### src/hdl/pewb_pkg.sv
// ---------------------------------------------------------------------------
// pewb_pkg: shared types and constants for the particle integrator
// Command and status structures, configuration layout, register map and
// state encoding used by the controller, datapath and top level.
// ---------------------------------------------------------------------------
package pewb_pkg;

  localparam int FIX_W     = 32;
  localparam int TS_BITS   = 16;
  localparam int REST_DIV  = 20000;
  localparam int PADDR_W   = 4;
  localparam int PDATA_W   = 32;
  localparam int MASS_W    = 16;
  localparam int RADIUS_W  = 12;
  localparam int AREA_W    = 13;

  localparam logic [1:0] OP_FORCE   = 2'd0;
  localparam logic [1:0] OP_ADVANCE = 2'd1;
  localparam logic [1:0] OP_PLACE   = 2'd2;

  localparam logic [1:0] REG_MASS        = 2'd0;
  localparam logic [1:0] REG_RADIUS      = 2'd1;
  localparam logic [1:0] REG_AREA_WIDTH  = 2'd2;
  localparam logic [1:0] REG_AREA_HEIGHT = 2'd3;

  localparam logic [MASS_W-1:0]   MASS_RESET        = 16'd1;
  localparam logic [RADIUS_W-1:0] RADIUS_RESET      = 12'd10;
  localparam logic [AREA_W-1:0]   AREA_WIDTH_RESET  = 13'd800;
  localparam logic [AREA_W-1:0]   AREA_HEIGHT_RESET = 13'd600;

  typedef logic signed [FIX_W-1:0] fix_t;

  typedef struct packed {
    logic [MASS_W-1:0]   mass;
    logic [RADIUS_W-1:0] radius;
    logic [AREA_W-1:0]   area_width;
    logic [AREA_W-1:0]   area_height;
  } cfg_t;

  typedef enum logic [4:0] {
    DP_NOP,
    DP_CAPTURE,
    DP_PLACE,
    DP_DIV_X,
    DP_DIV_Y,
    DP_VEL_X,
    DP_VEL_Y,
    DP_MUL_FX,
    DP_MUL_FY,
    DP_MUL_VX,
    DP_MUL_VY,
    DP_MUL_SQX,
    DP_MUL_SQY,
    DP_MOM_X,
    DP_MOM_Y,
    DP_POS_X,
    DP_POS_Y,
    DP_SQ_HOLD,
    DP_REST,
    DP_WALL_R,
    DP_WALL_L,
    DP_WALL_B,
    DP_WALL_T,
    DP_PUBLISH
  } dp_op_t;

  typedef struct packed {
    dp_op_t op;
  } cmd_t;

  typedef struct packed {
    logic       div_done;
    logic       out_busy;
    logic [1:0] opcode;
  } stat_t;

  typedef enum logic [4:0] {
    S_IDLE,
    S_DISPATCH,
    S_F_MULX,
    S_F_MOMX,
    S_F_MULY,
    S_F_MOMY,
    S_A_DIVX,
    S_A_WAITX,
    S_A_DIVY,
    S_A_WAITY,
    S_A_MULX,
    S_A_POSX,
    S_A_MULY,
    S_A_POSY,
    S_A_SQX,
    S_A_SQHOLD,
    S_A_SQY,
    S_A_REST,
    S_A_WALLR,
    S_A_WALLL,
    S_A_WALLB,
    S_A_WALLT,
    S_PLACE,
    S_DONE
  } state_t;

endpackage

### src/hdl/pewb_in_if.sv
// ---------------------------------------------------------------------------
// pewb_in_if: input channel of the particle integrator
// Valid/ready channel carrying one opcode with its force, step and place data.
// ---------------------------------------------------------------------------
interface pewb_in_if;
  logic               valid;
  logic               ready;
  logic [1:0]         opcode;
  logic signed [31:0] force_x;
  logic signed [31:0] force_y;
  logic [15:0]        time_step;
  logic signed [31:0] place_x;
  logic signed [31:0] place_y;

  modport source (
    output valid, opcode, force_x, force_y, time_step, place_x, place_y,
    input  ready
  );

  modport sink (
    input  valid, opcode, force_x, force_y, time_step, place_x, place_y,
    output ready
  );
endinterface

### src/hdl/pewb_out_if.sv
// ---------------------------------------------------------------------------
// pewb_out_if: result channel of the particle integrator
// Valid/ready channel carrying the particle state after one transaction.
// ---------------------------------------------------------------------------
interface pewb_out_if;
  logic               valid;
  logic               ready;
  logic signed [31:0] position_x;
  logic signed [31:0] position_y;
  logic signed [31:0] momentum_out_x;
  logic signed [31:0] momentum_out_y;
  logic signed [31:0] velocity_out_x;
  logic signed [31:0] velocity_out_y;
  logic [3:0]         wall_hits;
  logic               at_rest;
  logic               saturated;

  modport source (
    output valid, position_x, position_y, momentum_out_x, momentum_out_y,
           velocity_out_x, velocity_out_y, wall_hits, at_rest, saturated,
    input  ready
  );

  modport sink (
    input  valid, position_x, position_y, momentum_out_x, momentum_out_y,
           velocity_out_x, velocity_out_y, wall_hits, at_rest, saturated,
    output ready
  );
endinterface

### src/hdl/pewb_div.sv
// ---------------------------------------------------------------------------
// pewb_div: iterative unsigned divider
// Restoring division of a 32-bit magnitude by a 16-bit divisor, two quotient
// bits per cycle; done pulses when the quotient is ready.
// ---------------------------------------------------------------------------
module pewb_div (
  input  logic                        clk,
  input  logic                        rst,
  input  logic                        start,
  input  logic [pewb_pkg::FIX_W-1:0]  dividend,
  input  logic [pewb_pkg::MASS_W-1:0] divisor,
  output logic                        done,
  output logic [pewb_pkg::FIX_W-1:0]  quot
);
  import pewb_pkg::*;

  localparam int DIV_CYCLES = FIX_W / 2;
  localparam int CNT_W      = $clog2(DIV_CYCLES);

  logic [FIX_W-1:0]  q;
  logic [MASS_W-1:0] rem;
  logic [MASS_W-1:0] d;
  logic [CNT_W-1:0]  cnt;
  logic              busy;
  logic [MASS_W:0]   s1;
  logic [MASS_W:0]   s2;

  function automatic logic [MASS_W:0] div_step(input logic [MASS_W-1:0] r,
                                               input logic b,
                                               input logic [MASS_W-1:0] dv);
    logic [MASS_W:0] t;
    logic [MASS_W:0] diff;
    t    = {r, b};
    diff = t - {1'b0, dv};
    if (t >= {1'b0, dv}) begin
      return {1'b1, diff[MASS_W-1:0]};
    end
    return {1'b0, t[MASS_W-1:0]};
  endfunction

  assign s1   = div_step(rem, q[FIX_W-1], d);
  assign s2   = div_step(s1[MASS_W-1:0], q[FIX_W-2], d);
  assign quot = q;

  always_ff @(posedge clk) begin
    if (rst) begin
      busy <= 1'b0;
      done <= 1'b0;
      cnt  <= '0;
    end else begin
      done <= 1'b0;
      if (start) begin
        busy <= 1'b1;
        cnt  <= '0;
        q    <= dividend;
        rem  <= '0;
        d    <= divisor;
      end else if (busy) begin
        q   <= {q[FIX_W-3:0], s1[MASS_W], s2[MASS_W]};
        rem <= s2[MASS_W-1:0];
        cnt <= cnt + 1'b1;
        if (cnt == CNT_W'(DIV_CYCLES - 1)) begin
          busy <= 1'b0;
          done <= 1'b1;
        end
      end
    end
  end

  a_busy_ends_in_done: assert property (@(posedge clk) disable iff (rst)
    (busy && !start) |=> (busy || done))
    else $error("divider dropped out of busy without done");

  a_done_not_busy: assert property (@(posedge clk) disable iff (rst)
    done |-> !busy)
    else $error("divider done while still busy");

endmodule

### src/hdl/pewb_dp.sv
// ---------------------------------------------------------------------------
// pewb_dp: datapath of the particle integrator
// Particle state, shared multiplier, divider, saturating adders, wall clamp
// and the result register; every step is selected by the controller command.
// ---------------------------------------------------------------------------
module pewb_dp #(
  parameter int FRAC_BITS = 16
) (
  input  logic                      clk,
  input  logic                      rst,
  input  pewb_pkg::cfg_t            cfg,
  input  pewb_pkg::cmd_t            cmd,
  output pewb_pkg::stat_t           stat,
  input  logic [1:0]                in_opcode,
  input  logic signed [31:0]        in_force_x,
  input  logic signed [31:0]        in_force_y,
  input  logic [15:0]               in_time_step,
  input  logic signed [31:0]        in_place_x,
  input  logic signed [31:0]        in_place_y,
  pewb_out_if.source                out_ch
);
  import pewb_pkg::*;

  localparam int RW = (FRAC_BITS + 15 > 34) ? FRAC_BITS + 15 : 34;
  localparam logic [63:0] REST_THR =
    ((64'd1 << (2 * FRAC_BITS)) + 64'(REST_DIV) - 64'd1) / 64'(REST_DIV);
  localparam fix_t FIX_MAX = {1'b0, {(FIX_W-1){1'b1}}};
  localparam fix_t FIX_MIN = {1'b1, {(FIX_W-1){1'b0}}};

  logic [1:0]        op_q;
  fix_t              fx, fy, px, py;
  logic [15:0]       dt;
  fix_t              pos_x, pos_y, mom_x, mom_y, vel_x, vel_y;
  fix_t              pos_x_next, pos_y_next, mom_x_next, mom_y_next;
  fix_t              vel_x_next, vel_y_next;
  logic [3:0]        hits, hits_next;
  logic              rest, rest_next;
  logic              sat, sat_next;
  logic signed [65:0] prod;
  logic signed [32:0] mul_a, mul_b;
  logic              mul_en;
  logic [63:0]       sq_sum;
  logic [63:0]       sq_total;
  logic              div_neg;
  logic              div_start;
  logic [FIX_W-1:0]  div_dividend;
  logic [MASS_W-1:0] div_divisor;
  logic              div_done;
  logic [FIX_W-1:0]  div_quot;
  fix_t              scaled;
  fix_t              quot_signed;
  logic signed [RW-1:0] rfix, wfix, hfix, pxe, pye;
  logic signed [RW-1:0] x_plus_r, x_minus_r, y_plus_r, y_minus_r;
  logic signed [RW-1:0] w_minus_r, h_minus_r;

  function automatic logic [FIX_W-1:0] abs_fix(input fix_t v);
    return v[FIX_W-1] ? FIX_W'(-v) : v;
  endfunction

  function automatic logic [FIX_W:0] add_sat(input fix_t a, input fix_t b);
    logic signed [FIX_W:0] s;
    logic ovf;
    s   = {a[FIX_W-1], a} + {b[FIX_W-1], b};
    ovf = s[FIX_W] ^ s[FIX_W-1];
    if (ovf) begin
      return {1'b1, (s[FIX_W] ? FIX_MIN : FIX_MAX)};
    end
    return {1'b0, s[FIX_W-1:0]};
  endfunction

  function automatic logic [FIX_W:0] neg_sat(input fix_t v);
    if (v == FIX_MIN) begin
      return {1'b1, FIX_MAX};
    end
    return {1'b0, FIX_W'(-v)};
  endfunction

  function automatic logic [FIX_W:0] clamp_w(input logic signed [RW-1:0] v);
    logic ovf;
    ovf = !((&v[RW-1:FIX_W-1]) || (~|v[RW-1:FIX_W-1]));
    if (ovf) begin
      return {1'b1, (v[RW-1] ? FIX_MIN : FIX_MAX)};
    end
    return {1'b0, v[FIX_W-1:0]};
  endfunction

  assign rfix = {{(RW-RADIUS_W-FRAC_BITS){1'b0}}, cfg.radius, {FRAC_BITS{1'b0}}};
  assign wfix = {{(RW-AREA_W-FRAC_BITS){1'b0}}, cfg.area_width, {FRAC_BITS{1'b0}}};
  assign hfix = {{(RW-AREA_W-FRAC_BITS){1'b0}}, cfg.area_height, {FRAC_BITS{1'b0}}};
  assign pxe  = {{(RW-FIX_W){pos_x[FIX_W-1]}}, pos_x};
  assign pye  = {{(RW-FIX_W){pos_y[FIX_W-1]}}, pos_y};

  assign x_plus_r  = pxe + rfix;
  assign x_minus_r = pxe - rfix;
  assign y_plus_r  = pye + rfix;
  assign y_minus_r = pye - rfix;
  assign w_minus_r = wfix - rfix;
  assign h_minus_r = hfix - rfix;

  assign scaled      = prod[TS_BITS+FIX_W-1:TS_BITS];
  assign sq_total    = sq_sum + prod[63:0];
  assign quot_signed = div_neg ? FIX_W'(-$signed(div_quot)) : $signed(div_quot);

  assign div_start    = (cmd.op == DP_DIV_X) || (cmd.op == DP_DIV_Y);
  assign div_dividend = (cmd.op == DP_DIV_Y) ? abs_fix(mom_y) : abs_fix(mom_x);
  assign div_divisor  = (cfg.mass == '0) ? MASS_W'(1) : cfg.mass;

  pewb_div u_div (
    .clk      (clk),
    .rst      (rst),
    .start    (div_start),
    .dividend (div_dividend),
    .divisor  (div_divisor),
    .done     (div_done),
    .quot     (div_quot)
  );

  always_comb begin
    mul_a  = '0;
    mul_b  = '0;
    mul_en = 1'b1;
    case (cmd.op)
      DP_MUL_FX: begin
        mul_a = {fx[FIX_W-1], fx};
        mul_b = {17'b0, dt};
      end
      DP_MUL_FY: begin
        mul_a = {fy[FIX_W-1], fy};
        mul_b = {17'b0, dt};
      end
      DP_MUL_VX: begin
        mul_a = {vel_x[FIX_W-1], vel_x};
        mul_b = {17'b0, dt};
      end
      DP_MUL_VY: begin
        mul_a = {vel_y[FIX_W-1], vel_y};
        mul_b = {17'b0, dt};
      end
      DP_MUL_SQX: begin
        mul_a = {1'b0, abs_fix(vel_x)};
        mul_b = {1'b0, abs_fix(vel_x)};
      end
      DP_MUL_SQY: begin
        mul_a = {1'b0, abs_fix(vel_y)};
        mul_b = {1'b0, abs_fix(vel_y)};
      end
      default: mul_en = 1'b0;
    endcase
  end

  always_comb begin
    logic [FIX_W:0] t;
    logic [FIX_W:0] u;
    pos_x_next = pos_x;
    pos_y_next = pos_y;
    mom_x_next = mom_x;
    mom_y_next = mom_y;
    vel_x_next = vel_x;
    vel_y_next = vel_y;
    hits_next  = hits;
    rest_next  = rest;
    sat_next   = sat;
    t = '0;
    u = '0;
    case (cmd.op)
      DP_CAPTURE: begin
        hits_next = '0;
        rest_next = 1'b0;
        sat_next  = 1'b0;
      end
      DP_PLACE: begin
        pos_x_next = px;
        pos_y_next = py;
        mom_x_next = '0;
        mom_y_next = '0;
      end
      DP_VEL_X: vel_x_next = quot_signed;
      DP_VEL_Y: vel_y_next = quot_signed;
      DP_MOM_X: begin
        t = add_sat(mom_x, scaled);
        mom_x_next = t[FIX_W-1:0];
        sat_next   = sat | t[FIX_W];
      end
      DP_MOM_Y: begin
        t = add_sat(mom_y, scaled);
        mom_y_next = t[FIX_W-1:0];
        sat_next   = sat | t[FIX_W];
      end
      DP_POS_X: begin
        t = add_sat(pos_x, scaled);
        pos_x_next = t[FIX_W-1:0];
        sat_next   = sat | t[FIX_W];
      end
      DP_POS_Y: begin
        t = add_sat(pos_y, scaled);
        pos_y_next = t[FIX_W-1:0];
        sat_next   = sat | t[FIX_W];
      end
      DP_REST: begin
        if (sq_total < REST_THR) begin
          mom_x_next = '0;
          mom_y_next = '0;
          rest_next  = 1'b1;
        end
      end
      DP_WALL_R: begin
        if (x_plus_r > wfix) begin
          t = clamp_w(w_minus_r);
          u = neg_sat(mom_x);
          pos_x_next   = t[FIX_W-1:0];
          mom_x_next   = u[FIX_W-1:0];
          sat_next     = sat | t[FIX_W] | u[FIX_W];
          hits_next[0] = 1'b1;
        end
      end
      DP_WALL_L: begin
        if (x_minus_r < 0) begin
          t = clamp_w(rfix);
          u = neg_sat(mom_x);
          pos_x_next   = t[FIX_W-1:0];
          mom_x_next   = u[FIX_W-1:0];
          sat_next     = sat | t[FIX_W] | u[FIX_W];
          hits_next[1] = 1'b1;
        end
      end
      DP_WALL_B: begin
        if (y_plus_r > hfix) begin
          t = clamp_w(h_minus_r);
          u = neg_sat(mom_y);
          pos_y_next   = t[FIX_W-1:0];
          mom_y_next   = u[FIX_W-1:0];
          sat_next     = sat | t[FIX_W] | u[FIX_W];
          hits_next[2] = 1'b1;
        end
      end
      DP_WALL_T: begin
        if (y_minus_r < 0) begin
          t = clamp_w(rfix);
          u = neg_sat(mom_y);
          pos_y_next   = t[FIX_W-1:0];
          mom_y_next   = u[FIX_W-1:0];
          sat_next     = sat | t[FIX_W] | u[FIX_W];
          hits_next[3] = 1'b1;
        end
      end
      default: ;
    endcase
  end

  always_ff @(posedge clk) begin
    if (rst) begin
      pos_x <= '0;
      pos_y <= '0;
      mom_x <= '0;
      mom_y <= '0;
      vel_x <= '0;
      vel_y <= '0;
      hits  <= '0;
      rest  <= 1'b0;
      sat   <= 1'b0;
    end else begin
      pos_x <= pos_x_next;
      pos_y <= pos_y_next;
      mom_x <= mom_x_next;
      mom_y <= mom_y_next;
      vel_x <= vel_x_next;
      vel_y <= vel_y_next;
      hits  <= hits_next;
      rest  <= rest_next;
      sat   <= sat_next;
    end
  end

  always_ff @(posedge clk) begin
    if (cmd.op == DP_CAPTURE) begin
      op_q <= in_opcode;
      fx   <= in_force_x;
      fy   <= in_force_y;
      dt   <= in_time_step;
      px   <= in_place_x;
      py   <= in_place_y;
    end
    if (mul_en) begin
      prod <= mul_a * mul_b;
    end
    if (cmd.op == DP_SQ_HOLD) begin
      sq_sum <= prod[63:0];
    end
    if (cmd.op == DP_DIV_X) begin
      div_neg <= mom_x[FIX_W-1];
    end else if (cmd.op == DP_DIV_Y) begin
      div_neg <= mom_y[FIX_W-1];
    end
  end

  always_ff @(posedge clk) begin
    if (rst) begin
      out_ch.valid <= 1'b0;
    end else if (cmd.op == DP_PUBLISH) begin
      out_ch.valid <= 1'b1;
    end else if (out_ch.ready) begin
      out_ch.valid <= 1'b0;
    end
  end

  always_ff @(posedge clk) begin
    if (cmd.op == DP_PUBLISH) begin
      out_ch.position_x     <= pos_x;
      out_ch.position_y     <= pos_y;
      out_ch.momentum_out_x <= mom_x;
      out_ch.momentum_out_y <= mom_y;
      out_ch.velocity_out_x <= vel_x;
      out_ch.velocity_out_y <= vel_y;
      out_ch.wall_hits      <= hits;
      out_ch.at_rest        <= rest;
      out_ch.saturated      <= sat;
    end
  end

  assign stat.div_done = div_done;
  assign stat.out_busy = out_ch.valid && !out_ch.ready;
  assign stat.opcode   = op_q;

  a_rest_zero_momentum: assert property (@(posedge clk) disable iff (rst)
    (out_ch.valid && out_ch.at_rest) |->
      (out_ch.momentum_out_x == '0 && out_ch.momentum_out_y == '0))
    else $error("at_rest published with nonzero momentum");

  a_flags_only_on_advance: assert property (@(posedge clk) disable iff (rst)
    (cmd.op == DP_PUBLISH && op_q != OP_ADVANCE) |=>
      (out_ch.wall_hits == '0 && !out_ch.at_rest))
    else $error("wall or rest flag on a non-advance transaction");

endmodule

### src/hdl/pewb_ctrl.sv
// ---------------------------------------------------------------------------
// pewb_ctrl: controller of the particle integrator
// Sequences capture, force, advance and place steps, waits on the divider
// and hands the finished state to the result register.
// ---------------------------------------------------------------------------
module pewb_ctrl (
  input  logic            clk,
  input  logic            rst,
  input  logic            in_valid,
  output logic            in_ready,
  input  pewb_pkg::stat_t stat,
  output pewb_pkg::cmd_t  cmd
);
  import pewb_pkg::*;

  state_t state, state_next;

  always_ff @(posedge clk) begin
    if (rst) begin
      state <= S_IDLE;
    end else begin
      state <= state_next;
    end
  end

  always_comb begin
    state_next = state;
    unique case (state)
      S_IDLE:     if (in_valid) state_next = S_DISPATCH;
      S_DISPATCH: begin
        case (stat.opcode)
          OP_FORCE:   state_next = S_F_MULX;
          OP_ADVANCE: state_next = S_A_DIVX;
          OP_PLACE:   state_next = S_PLACE;
          default:    state_next = S_DONE;
        endcase
      end
      S_F_MULX:   state_next = S_F_MOMX;
      S_F_MOMX:   state_next = S_F_MULY;
      S_F_MULY:   state_next = S_F_MOMY;
      S_F_MOMY:   state_next = S_DONE;
      S_A_DIVX:   state_next = S_A_WAITX;
      S_A_WAITX:  if (stat.div_done) state_next = S_A_DIVY;
      S_A_DIVY:   state_next = S_A_WAITY;
      S_A_WAITY:  if (stat.div_done) state_next = S_A_MULX;
      S_A_MULX:   state_next = S_A_POSX;
      S_A_POSX:   state_next = S_A_MULY;
      S_A_MULY:   state_next = S_A_POSY;
      S_A_POSY:   state_next = S_A_SQX;
      S_A_SQX:    state_next = S_A_SQHOLD;
      S_A_SQHOLD: state_next = S_A_SQY;
      S_A_SQY:    state_next = S_A_REST;
      S_A_REST:   state_next = S_A_WALLR;
      S_A_WALLR:  state_next = S_A_WALLL;
      S_A_WALLL:  state_next = S_A_WALLB;
      S_A_WALLB:  state_next = S_A_WALLT;
      S_A_WALLT:  state_next = S_DONE;
      S_PLACE:    state_next = S_DONE;
      S_DONE:     if (!stat.out_busy) state_next = S_IDLE;
      default:    state_next = S_IDLE;
    endcase
  end

  always_comb begin
    cmd.op   = DP_NOP;
    in_ready = 1'b0;
    unique case (state)
      S_IDLE: begin
        in_ready = 1'b1;
        if (in_valid) cmd.op = DP_CAPTURE;
      end
      S_DISPATCH: cmd.op = DP_NOP;
      S_F_MULX:   cmd.op = DP_MUL_FX;
      S_F_MOMX:   cmd.op = DP_MOM_X;
      S_F_MULY:   cmd.op = DP_MUL_FY;
      S_F_MOMY:   cmd.op = DP_MOM_Y;
      S_A_DIVX:   cmd.op = DP_DIV_X;
      S_A_WAITX:  if (stat.div_done) cmd.op = DP_VEL_X;
      S_A_DIVY:   cmd.op = DP_DIV_Y;
      S_A_WAITY:  if (stat.div_done) cmd.op = DP_VEL_Y;
      S_A_MULX:   cmd.op = DP_MUL_VX;
      S_A_POSX:   cmd.op = DP_POS_X;
      S_A_MULY:   cmd.op = DP_MUL_VY;
      S_A_POSY:   cmd.op = DP_POS_Y;
      S_A_SQX:    cmd.op = DP_MUL_SQX;
      S_A_SQHOLD: cmd.op = DP_SQ_HOLD;
      S_A_SQY:    cmd.op = DP_MUL_SQY;
      S_A_REST:   cmd.op = DP_REST;
      S_A_WALLR:  cmd.op = DP_WALL_R;
      S_A_WALLL:  cmd.op = DP_WALL_L;
      S_A_WALLB:  cmd.op = DP_WALL_B;
      S_A_WALLT:  cmd.op = DP_WALL_T;
      S_PLACE:    cmd.op = DP_PLACE;
      S_DONE:     if (!stat.out_busy) cmd.op = DP_PUBLISH;
      default:    cmd.op = DP_NOP;
    endcase
  end

  a_div_done_when_waiting: assert property (@(posedge clk) disable iff (rst)
    stat.div_done |-> (state == S_A_WAITX || state == S_A_WAITY))
    else $error("divider finished outside a wait state");

endmodule

### src/hdl/particle_euler_wall_bounce_top.sv
// ---------------------------------------------------------------------------
// particle_euler_wall_bounce_top: fixed-point particle integrator in a box
// One transaction at a time; an advance waits on the two radix-4 momentum
// divides, and the next input is accepted in the idle state that follows
// the registering of the result.
// Reset clears the particle state and loads the register defaults.
// ---------------------------------------------------------------------------
module particle_euler_wall_bounce_top #(
  parameter int FRAC_BITS = 16
) (
  input  logic                         clk,
  input  logic                         rst,
  pewb_in_if.sink                      in_ch,
  pewb_out_if.source                   out_ch,
  input  logic                         psel,
  input  logic                         penable,
  input  logic                         pwrite,
  input  logic [pewb_pkg::PADDR_W-1:0] paddr,
  input  logic [pewb_pkg::PDATA_W-1:0] pwdata,
  output logic [pewb_pkg::PDATA_W-1:0] prdata,
  output logic                         pready
);
  import pewb_pkg::*;

  cfg_t       cfg;
  cmd_t       cmd;
  stat_t      stat;
  logic [1:0] reg_index;

  assign pready    = 1'b1;
  assign reg_index = paddr[PADDR_W-1:2];

  always_ff @(posedge clk) begin
    if (rst) begin
      cfg.mass        <= MASS_RESET;
      cfg.radius      <= RADIUS_RESET;
      cfg.area_width  <= AREA_WIDTH_RESET;
      cfg.area_height <= AREA_HEIGHT_RESET;
    end else if (psel && penable && pwrite) begin
      unique case (reg_index)
        REG_MASS:        cfg.mass        <= pwdata[MASS_W-1:0];
        REG_RADIUS:      cfg.radius      <= pwdata[RADIUS_W-1:0];
        REG_AREA_WIDTH:  cfg.area_width  <= pwdata[AREA_W-1:0];
        REG_AREA_HEIGHT: cfg.area_height <= pwdata[AREA_W-1:0];
        default: ;
      endcase
    end
  end

  always_comb begin
    prdata = '0;
    unique case (reg_index)
      REG_MASS:        prdata = PDATA_W'(cfg.mass);
      REG_RADIUS:      prdata = PDATA_W'(cfg.radius);
      REG_AREA_WIDTH:  prdata = PDATA_W'(cfg.area_width);
      REG_AREA_HEIGHT: prdata = PDATA_W'(cfg.area_height);
      default:         prdata = '0;
    endcase
  end

  pewb_ctrl u_ctrl (
    .clk      (clk),
    .rst      (rst),
    .in_valid (in_ch.valid),
    .in_ready (in_ch.ready),
    .stat     (stat),
    .cmd      (cmd)
  );

  pewb_dp #(
    .FRAC_BITS (FRAC_BITS)
  ) u_dp (
    .clk          (clk),
    .rst          (rst),
    .cfg          (cfg),
    .cmd          (cmd),
    .stat         (stat),
    .in_opcode    (in_ch.opcode),
    .in_force_x   (in_ch.force_x),
    .in_force_y   (in_ch.force_y),
    .in_time_step (in_ch.time_step),
    .in_place_x   (in_ch.place_x),
    .in_place_y   (in_ch.place_y),
    .out_ch       (out_ch)
  );

endmodule
### src/flat_wrapper.sv
// flat-port wrapper written by rule: the top's interface ports become plain ports
module particle_euler_wall_bounce_top_flat import pewb_pkg::*;
#(
  parameter int FRAC_BITS = 16
)
  (clk, rst, psel, penable, pwrite, paddr, pwdata, prdata, pready, in_ch_valid, in_ch_opcode, in_ch_force_x, in_ch_force_y, in_ch_time_step, in_ch_place_x, in_ch_place_y, in_ch_ready, out_ch_valid, out_ch_position_x, out_ch_position_y, out_ch_momentum_out_x, out_ch_momentum_out_y, out_ch_velocity_out_x, out_ch_velocity_out_y, out_ch_wall_hits, out_ch_at_rest, out_ch_saturated, out_ch_ready);
  pewb_in_if in_ch_i ();
  pewb_out_if out_ch_i ();
  input  logic clk;
  input  logic rst;
  input  logic psel;
  input  logic penable;
  input  logic pwrite;
  input  logic [pewb_pkg::PADDR_W-1:0] paddr;
  input  logic [pewb_pkg::PDATA_W-1:0] pwdata;
  output logic [pewb_pkg::PDATA_W-1:0] prdata;
  output logic pready;
  input wire logic [$bits(in_ch_i.valid)-1:0] in_ch_valid;
  input wire logic [$bits(in_ch_i.opcode)-1:0] in_ch_opcode;
  input wire logic [$bits(in_ch_i.force_x)-1:0] in_ch_force_x;
  input wire logic [$bits(in_ch_i.force_y)-1:0] in_ch_force_y;
  input wire logic [$bits(in_ch_i.time_step)-1:0] in_ch_time_step;
  input wire logic [$bits(in_ch_i.place_x)-1:0] in_ch_place_x;
  input wire logic [$bits(in_ch_i.place_y)-1:0] in_ch_place_y;
  output wire logic [$bits(in_ch_i.ready)-1:0] in_ch_ready;
  output wire logic [$bits(out_ch_i.valid)-1:0] out_ch_valid;
  output wire logic [$bits(out_ch_i.position_x)-1:0] out_ch_position_x;
  output wire logic [$bits(out_ch_i.position_y)-1:0] out_ch_position_y;
  output wire logic [$bits(out_ch_i.momentum_out_x)-1:0] out_ch_momentum_out_x;
  output wire logic [$bits(out_ch_i.momentum_out_y)-1:0] out_ch_momentum_out_y;
  output wire logic [$bits(out_ch_i.velocity_out_x)-1:0] out_ch_velocity_out_x;
  output wire logic [$bits(out_ch_i.velocity_out_y)-1:0] out_ch_velocity_out_y;
  output wire logic [$bits(out_ch_i.wall_hits)-1:0] out_ch_wall_hits;
  output wire logic [$bits(out_ch_i.at_rest)-1:0] out_ch_at_rest;
  output wire logic [$bits(out_ch_i.saturated)-1:0] out_ch_saturated;
  input wire logic [$bits(out_ch_i.ready)-1:0] out_ch_ready;
  assign in_ch_i.valid = in_ch_valid;
  assign in_ch_i.opcode = in_ch_opcode;
  assign in_ch_i.force_x = in_ch_force_x;
  assign in_ch_i.force_y = in_ch_force_y;
  assign in_ch_i.time_step = in_ch_time_step;
  assign in_ch_i.place_x = in_ch_place_x;
  assign in_ch_i.place_y = in_ch_place_y;
  assign in_ch_ready = in_ch_i.ready;
  assign out_ch_valid = out_ch_i.valid;
  assign out_ch_position_x = out_ch_i.position_x;
  assign out_ch_position_y = out_ch_i.position_y;
  assign out_ch_momentum_out_x = out_ch_i.momentum_out_x;
  assign out_ch_momentum_out_y = out_ch_i.momentum_out_y;
  assign out_ch_velocity_out_x = out_ch_i.velocity_out_x;
  assign out_ch_velocity_out_y = out_ch_i.velocity_out_y;
  assign out_ch_wall_hits = out_ch_i.wall_hits;
  assign out_ch_at_rest = out_ch_i.at_rest;
  assign out_ch_saturated = out_ch_i.saturated;
  assign out_ch_i.ready = out_ch_ready;
  particle_euler_wall_bounce_top #(.FRAC_BITS(FRAC_BITS)) u_core (.clk(clk), .rst(rst), .in_ch(in_ch_i), .out_ch(out_ch_i), .psel(psel), .penable(penable), .pwrite(pwrite), .paddr(paddr), .pwdata(pwdata), .prdata(prdata), .pready(pready));
endmodule
### config.mk
export PLATFORM = sky130hd
export DESIGN_NAME = particle_euler_wall_bounce_top_flat
export DESIGN_NICKNAME = d
export VERILOG_FILES = /design/src/hdl/pewb_pkg.sv /design/src/hdl/pewb_in_if.sv /design/src/hdl/pewb_out_if.sv /design/src/hdl/pewb_div.sv /design/src/hdl/pewb_dp.sv /design/src/hdl/pewb_ctrl.sv /design/src/hdl/particle_euler_wall_bounce_top.sv /design/src/flat_wrapper.sv
export SDC_FILE = /design/constraint.sdc
export NUM_CORES = 2
export LEC_CHECK = 0
export ABC_AREA = 1
export BUFFER_PORTS_ARGS = -buffer_cell sky130_fd_sc_hd__buf_2
export CAP_MARGIN = 20
export CORE_UTILIZATION = 31
export CTS_BUF_LIST = sky130_fd_sc_hd__clkbuf_16
export CTS_CLUSTER_DIAMETER = 80
export CTS_CLUSTER_SIZE = 20
export DETAILED_ROUTE_END_ITERATION = 7
export HOLD_SLACK_MARGIN = 0.15
export PLACE_DENSITY = 0.56
export SLEW_MARGIN = 40
export SYNTH_ARGS = -nofsm -noshare
export SYNTH_HDL_FRONTEND = slang
export SYNTH_HIERARCHICAL = 1
export SYNTH_SLANG_ARGS = --single-unit
### constraint.sdc
create_clock -name clk -period 12.9 [get_ports clk]
set_input_delay 0.645 -clock clk [delete_from_list [all_inputs] [get_ports clk]]
set_output_delay 0.645 -clock clk [all_outputs]
set_load 0.05 [all_outputs]
**Word level (Yosys, flattened, before mapping)**

Cells that the tools add are included.

- Register bits after elaboration: 801
- Input port bits: 189
- Output and inout port bits: 233
- Logic and storage cells: 343

- $add $sub $neg: 19
- Multiply operators: 1
- Order comparisons: 7
- Eq/ne operators: 63
- Muxes and demuxes: 141
- Bitwise logic cells: 18
- Reduce and logical (&&, ||, !) cells: 52

Operator list:

| kind | number |
|---|---|
| 2-to-1 mux 33 bit | 40 |
| 2-to-1 mux 32 bit | 23 |
| one-hot mux 32 bit (4 select lines) | 3 |
| one-hot mux 32 bit (5 select lines) | 2 |
| one-hot mux 33 bit (6 select lines) | 1 |
| negator 32 bit | 5 |
| adder 32 x 32 -> 33 bit | 4 |
| one-hot mux 5 bit (23 select lines) | 1 |
| one-hot mux 5 bit (22 select lines) | 1 |
| one-hot mux 32 bit (3 select lines) | 1 |
| equality test 5 x 4 -> 1 bit, second input constant | 16 |
| equality test 5 bit, second input constant | 16 |
| 2-to-1 mux 17 bit | 4 |
| adder 32 x 29 -> 33 bit | 2 |
| < comparator 33 x 1 -> 1 bit, second input constant | 2 |
| subtractor 32 x 29 -> 33 bit | 2 |
| adder 64 bit | 1 |
| equality test 32 bit, second input constant | 2 |
| < comparator 64 x 18 -> 1 bit, second input constant | 1 |
| multiplier 33 x 33 -> 64 bit | 1 |
| subtractor 29 x 28 -> 30 bit | 2 |
| 2-to-1 mux 1 bit | 50 |
| equality test 5 x 3 -> 1 bit, second input constant | 8 |
| greater-or-equal comparator 17 x 16 -> 1 bit | 2 |
| other kinds (37) | 111 |

**Longest topological paths before layout**

- Depth after elaboration: 14
- Depth in mapped cells: 54
- Mapped depth without buffers: 52

**Cells and area by module**

The synthesis kept the hierarchy.

By module, submodules not included:

| module | times used | cells each | area each (sq um) | sequential area each (sq um) |
|---|---|---|---|---|
| pewb_dp | 1 | 10,720 | 83,535.1 | 18,187.4 |
| pewb_div | 1 | 674 | 5,064.9 | 2,042.0 |
| particle_euler_wall_bounce_top | 1 | 409 | 2,673.8 | 1,081.0 |
| pewb_ctrl | 1 | 138 | 732.0 | 100.1 |

**Worst setup path after synthesis**

No wires, ideal clock.

- Path kind: register to register
- Start: reg u_core.u_dp.out_ch.valid
- End: reg u_core.u_dp.sat
- Setup time: 0.070 ns
- Arrival: 13.983 ns
- Data required time: 12.830 ns
- Slack: -1.153 ns
- Cell stages (with the launch flop): 17
- Buffers on the path: 0
- Clock period less this slack: 14.053 ns
- Cells stage by stage: dfxtp_1 inv_1 nor2_1 inv_1 nand3_1 o21ai_0 nor3b_1 nand4_1 nor2_1 inv_1 nor3_1 inv_1 o2111ai_1 nand3_1 nor2_1 nand3_1 a21oi_1

RTL lines:

| item | RTL line | text |
|---|---|---|
| start, declared | pewb_out_if.sv:19 | `output valid, position_x, position_y, momentum_out_x, momentum_out_y,` |
| start signal, assigned | pewb_dp.sv:298 | `out_ch.valid <= 1'b0;` |
| start signal, assigned | pewb_dp.sv:300 | `out_ch.valid <= 1'b1;` |
| start signal, assigned | pewb_dp.sv:302 | `out_ch.valid <= 1'b0;` |
| end signal, assigned | pewb_dp.sv:270 | `sat <= sat_next;` |
| end, declared | pewb_dp.sv:38 | `logic sat, sat_next;` |

==> flow_summary.json <==
{
  "die_h_um": 546.8,
  "cp_num_buf_inv": 14,
  "yosysTopAreaCell": "fa_1",
  "combPwrFrac_pct": 72.7,
  "irDropWorstVdd_v": 0.0004383,
  "syn_area_um2": 92010,
  "power.switching_uw": 15270,
  "power_density_nw_per_um2": 255.7,
  "gp_congestion": 0.9907,
  "start_kind": "flop",
  "post_synth.cell_area_avg_um2": 7.705,
  "design_power_total_uw": 26420,
  "post-cts-setup-buffer-count": 0,
  "synth-main-ff-cell": "edfxtp_1",
  "power.share.clock_pct": 9.1,
  "antenna_found_initial": 19,
  "dp_hpwl_um": 286100,
  "reg_top3": "u_core/u_dp/prod x64, u_core/u_dp/sq_sum x64, u_core/cfg x54",
  "synth_cell_types": 73,
  "maxCapViolations": 0,
  "avgViaCountPerCell": 4.885,
  "drive_gt1_share_pct": 7.491,
  "drtPass1Iterations": 6,
  "die_w_um": 546.8,
  "period_share_pct": 92.97,
  "internal_power_uw": 11150,
  "leakage_uw": 0.05439,
  "io_pins": 422,
  "crit_slowest_cell": "a21oi_1",
  "io_buffer_count": 386,
  "cts-root-buf": "clkbuf_16",
  "seqPwrFrac_pct": 18.2,
  "setup-violations-final": 0,
  "slowest_delay_ns": 0.59,
  "grt_pass1_wl_um": 515500,
  "ys_seq_elements": 801,
  "dp_cells": 16150,
  "synth_cells": 11940,
  "ys.warnings.count": 6,
  "yosysMostFrequentCell": "nand2_1",
  "start_util_pct": 31.24,
  "final_cells": 16440,
  "grt_overflow_total": 0,
  "drc": 0,
  "yosys-top-cells-count": "nand2_1, inv_1, fa_1",
  "tightest_slew_ns": 0.8992,
  "fp-row-count": 199,
  "fin_crit_ns": 11.99,
  "ctsHoldBuffers": 146,
  "gr-usage-all-layers_pct": 23.18,
  "clk_pin_slew_ns": 0.08,
  "p_sw_share_pct": 57.81,
  "wl_per_cell_um": 21.39,
  "routed_wl_um": 351600,
  "worstSetupPathType": "flop to flop",
  "syn_to_final_growth_pct": 12.28,
  "fin_nets": 14260,
  "grt_max_degree": 74,
  "vias": 80290,
  "cts_tree": "yes",
  "rsz0062_at_grt": "false",
  "synth_edf_count": 537,
  "synth.area.top_cells": "fa_1, edfxtp_1, nand2_1",
  "grt_pass1_vias": 78710,
  "core_um2": 294600,
  "ant_nets": 0,
  "cp_max_fo": 12,
  "fillCellCount": 31390,
  "finalSetupTns_ns": 0,
  "cp_common_cell": "inv_1",
  "async_flop_share_pct": 0,
  "hp-class": "input port to flop",
  "fmax_mhz": 83.38,
  "cp.arrival_ns": 12.44,
  "postCtsResizedCells": 0,
  "cts.sinks": 801,
  "drtIter0Drc": 7777,
  "cts_made_buffers": 72,
  "slew_headroom_pct": 39.69,
  "hold_violations": 0,
  "clock_path_buffers": 3,
  "htreeDepth": 3,
  "critPathRequiredTime_ns": 13.35,
  "synth_top_area_share_pct": 24.02,
  "dieArea_um2": 299000,
  "status": "finished, final reports clean",
  "finalMaxSlewViolations": 0,
  "worstSetupEndpointType": "flop",
  "clock_skew_ns": 0.03867,
  "ys_seq_area_share_pct": 23.27,
  "insertion_delay_ns": 0.71,
  "cp_top_family": "adder cells"
}
==> per-stage QoR <==
| stage | hold slack, ns | util, % | area (um^2) | setup slack (ns) |
|---|---|---|---|---|
| after detailed placement | 0.4127 | 33.68 | 99210 | 0.8766 |
| after global routing | 0.1721 | 35.06 | 103300 | 0.3398 |
| after global placement | 0.4125 | 33.63 | 99070 | 0.8972 |
| after floorplan | 0.4064 | - | 92250 | 2.369 |
| after CTS | 0.1534 | 35.05 | 103200 | 1.143 |
| final | 0.1994 | 35.07 | 103300 | 0.9071 |
==> power by group through the flow <==
| stage | registers [uW] | clock network (uW) | logic, uW |
|---|---|---|---|
| 4_1_cts | 4790 | 2460 | 19000 |
| 3_5_place_dp | 4840 | 0 | 18900 |
| 5_1_grt | 4840 | 2530 | 21200 |
| 3_3_place_gp | 4840 | 0 | 18900 |
| 6_report | 4810 | 2400 | 19200 |
| 2_1_floorplan | 4560 | 0 | 12600 |
==> layout by cell type, fill, tap and decap left out, types with 41 or more instances in the layout <==
master         Yosys  layout
nand2_1         2907    2905
nor3_1           102      97
dfxtp_1          264     264
nor2_1           935     919
nand3_1          459     458
inv_2             37      41
o21ai_0          501     499
buf_2             95     385
dlygate4sd3_1      0     146
xor2_1           202     200
nor4_1            43      41
fa_1            1104    1104
clkbuf_16          0      74
edfxtp_1         537     537
xnor2_1          114     113
a21oi_1          660     659
ha_1             515     515
conb_1             4      67
inv_1           2579    2579
nand4_1          110     110
buf_4             41     210
==> final timing paths <==
| kind | start | end | slack (ns) | depth (start not counted) |
|---|---|---|---|---|
| hold / removal | pwdata[1] | u_core/cfg[27] | 0.20 | 3 |
| setup / recovery | u_core/u_ctrl/state[0] | u_core/u_dp/prod[60] | 0.91 | 43 |
| hold reg to reg | u_core/u_dp/hits[1] | u_core/u_dp/out_ch.wall_hits[1] | 0.42 | 0 |
| setup reg to reg | u_core/u_ctrl/state[0] | u_core/u_dp/prod[60] | 0.91 | 43 |
==> per-layer routing <==
metal  track usage, %  routed length (um)  vias to the layer above
met1            30.58              147100                    38760
met2            36.08              152900                     3188
li1                 -                   -                    37790
met3            4.453               30540                      556
met5                0                   0                        -
met4            11.80               21110                        0
==> cell families (layout without fill, tap and decap cells) <==
logic type / count (synthesis) / in the layout / synth area share [%]
AO/OA/AOI/OAI: 1456 / 1456 / 8.667
XOR/XNOR: 316 / 316 / 3.008
adder cells (fa/ha/maj): 1619 / 1619 / 31.03
buffers and inverters: 3011 / 3515 / 12.67
flip-flops: 801 / 801 / 23.27
other: 4 / 78 / 0.01631
AND/OR/NAND/NOR: 4734 / 4734 / 21.35
==> cell type report <==
| class | count | area [um^2] | area share [%] |
|---|---|---|---|
| multi-input cells | 8192 | 59360 | 57.47 |
| flip-flops and latches | 801 | 21410 | 20.73 |
| inverters | 2632 | 9902 | 9.585 |
| repair buffers | 752 | 5132 | 4.968 |
| well taps | 3919 | 4903 | 4.747 |
| clock buffers | 74 | 1852 | 1.793 |
| clock inverters | 57 | 711.9 | 0.6892 |
| diodes | 11 | 27.53 | 0.02665 |
==> worst min-delay path, stage by stage <==
cell and delay [ns]:
buf_2 0.11, nand2_1 0.06, nand3_1 0.07
No activity file was read; power rests on OpenSTA's default activity.
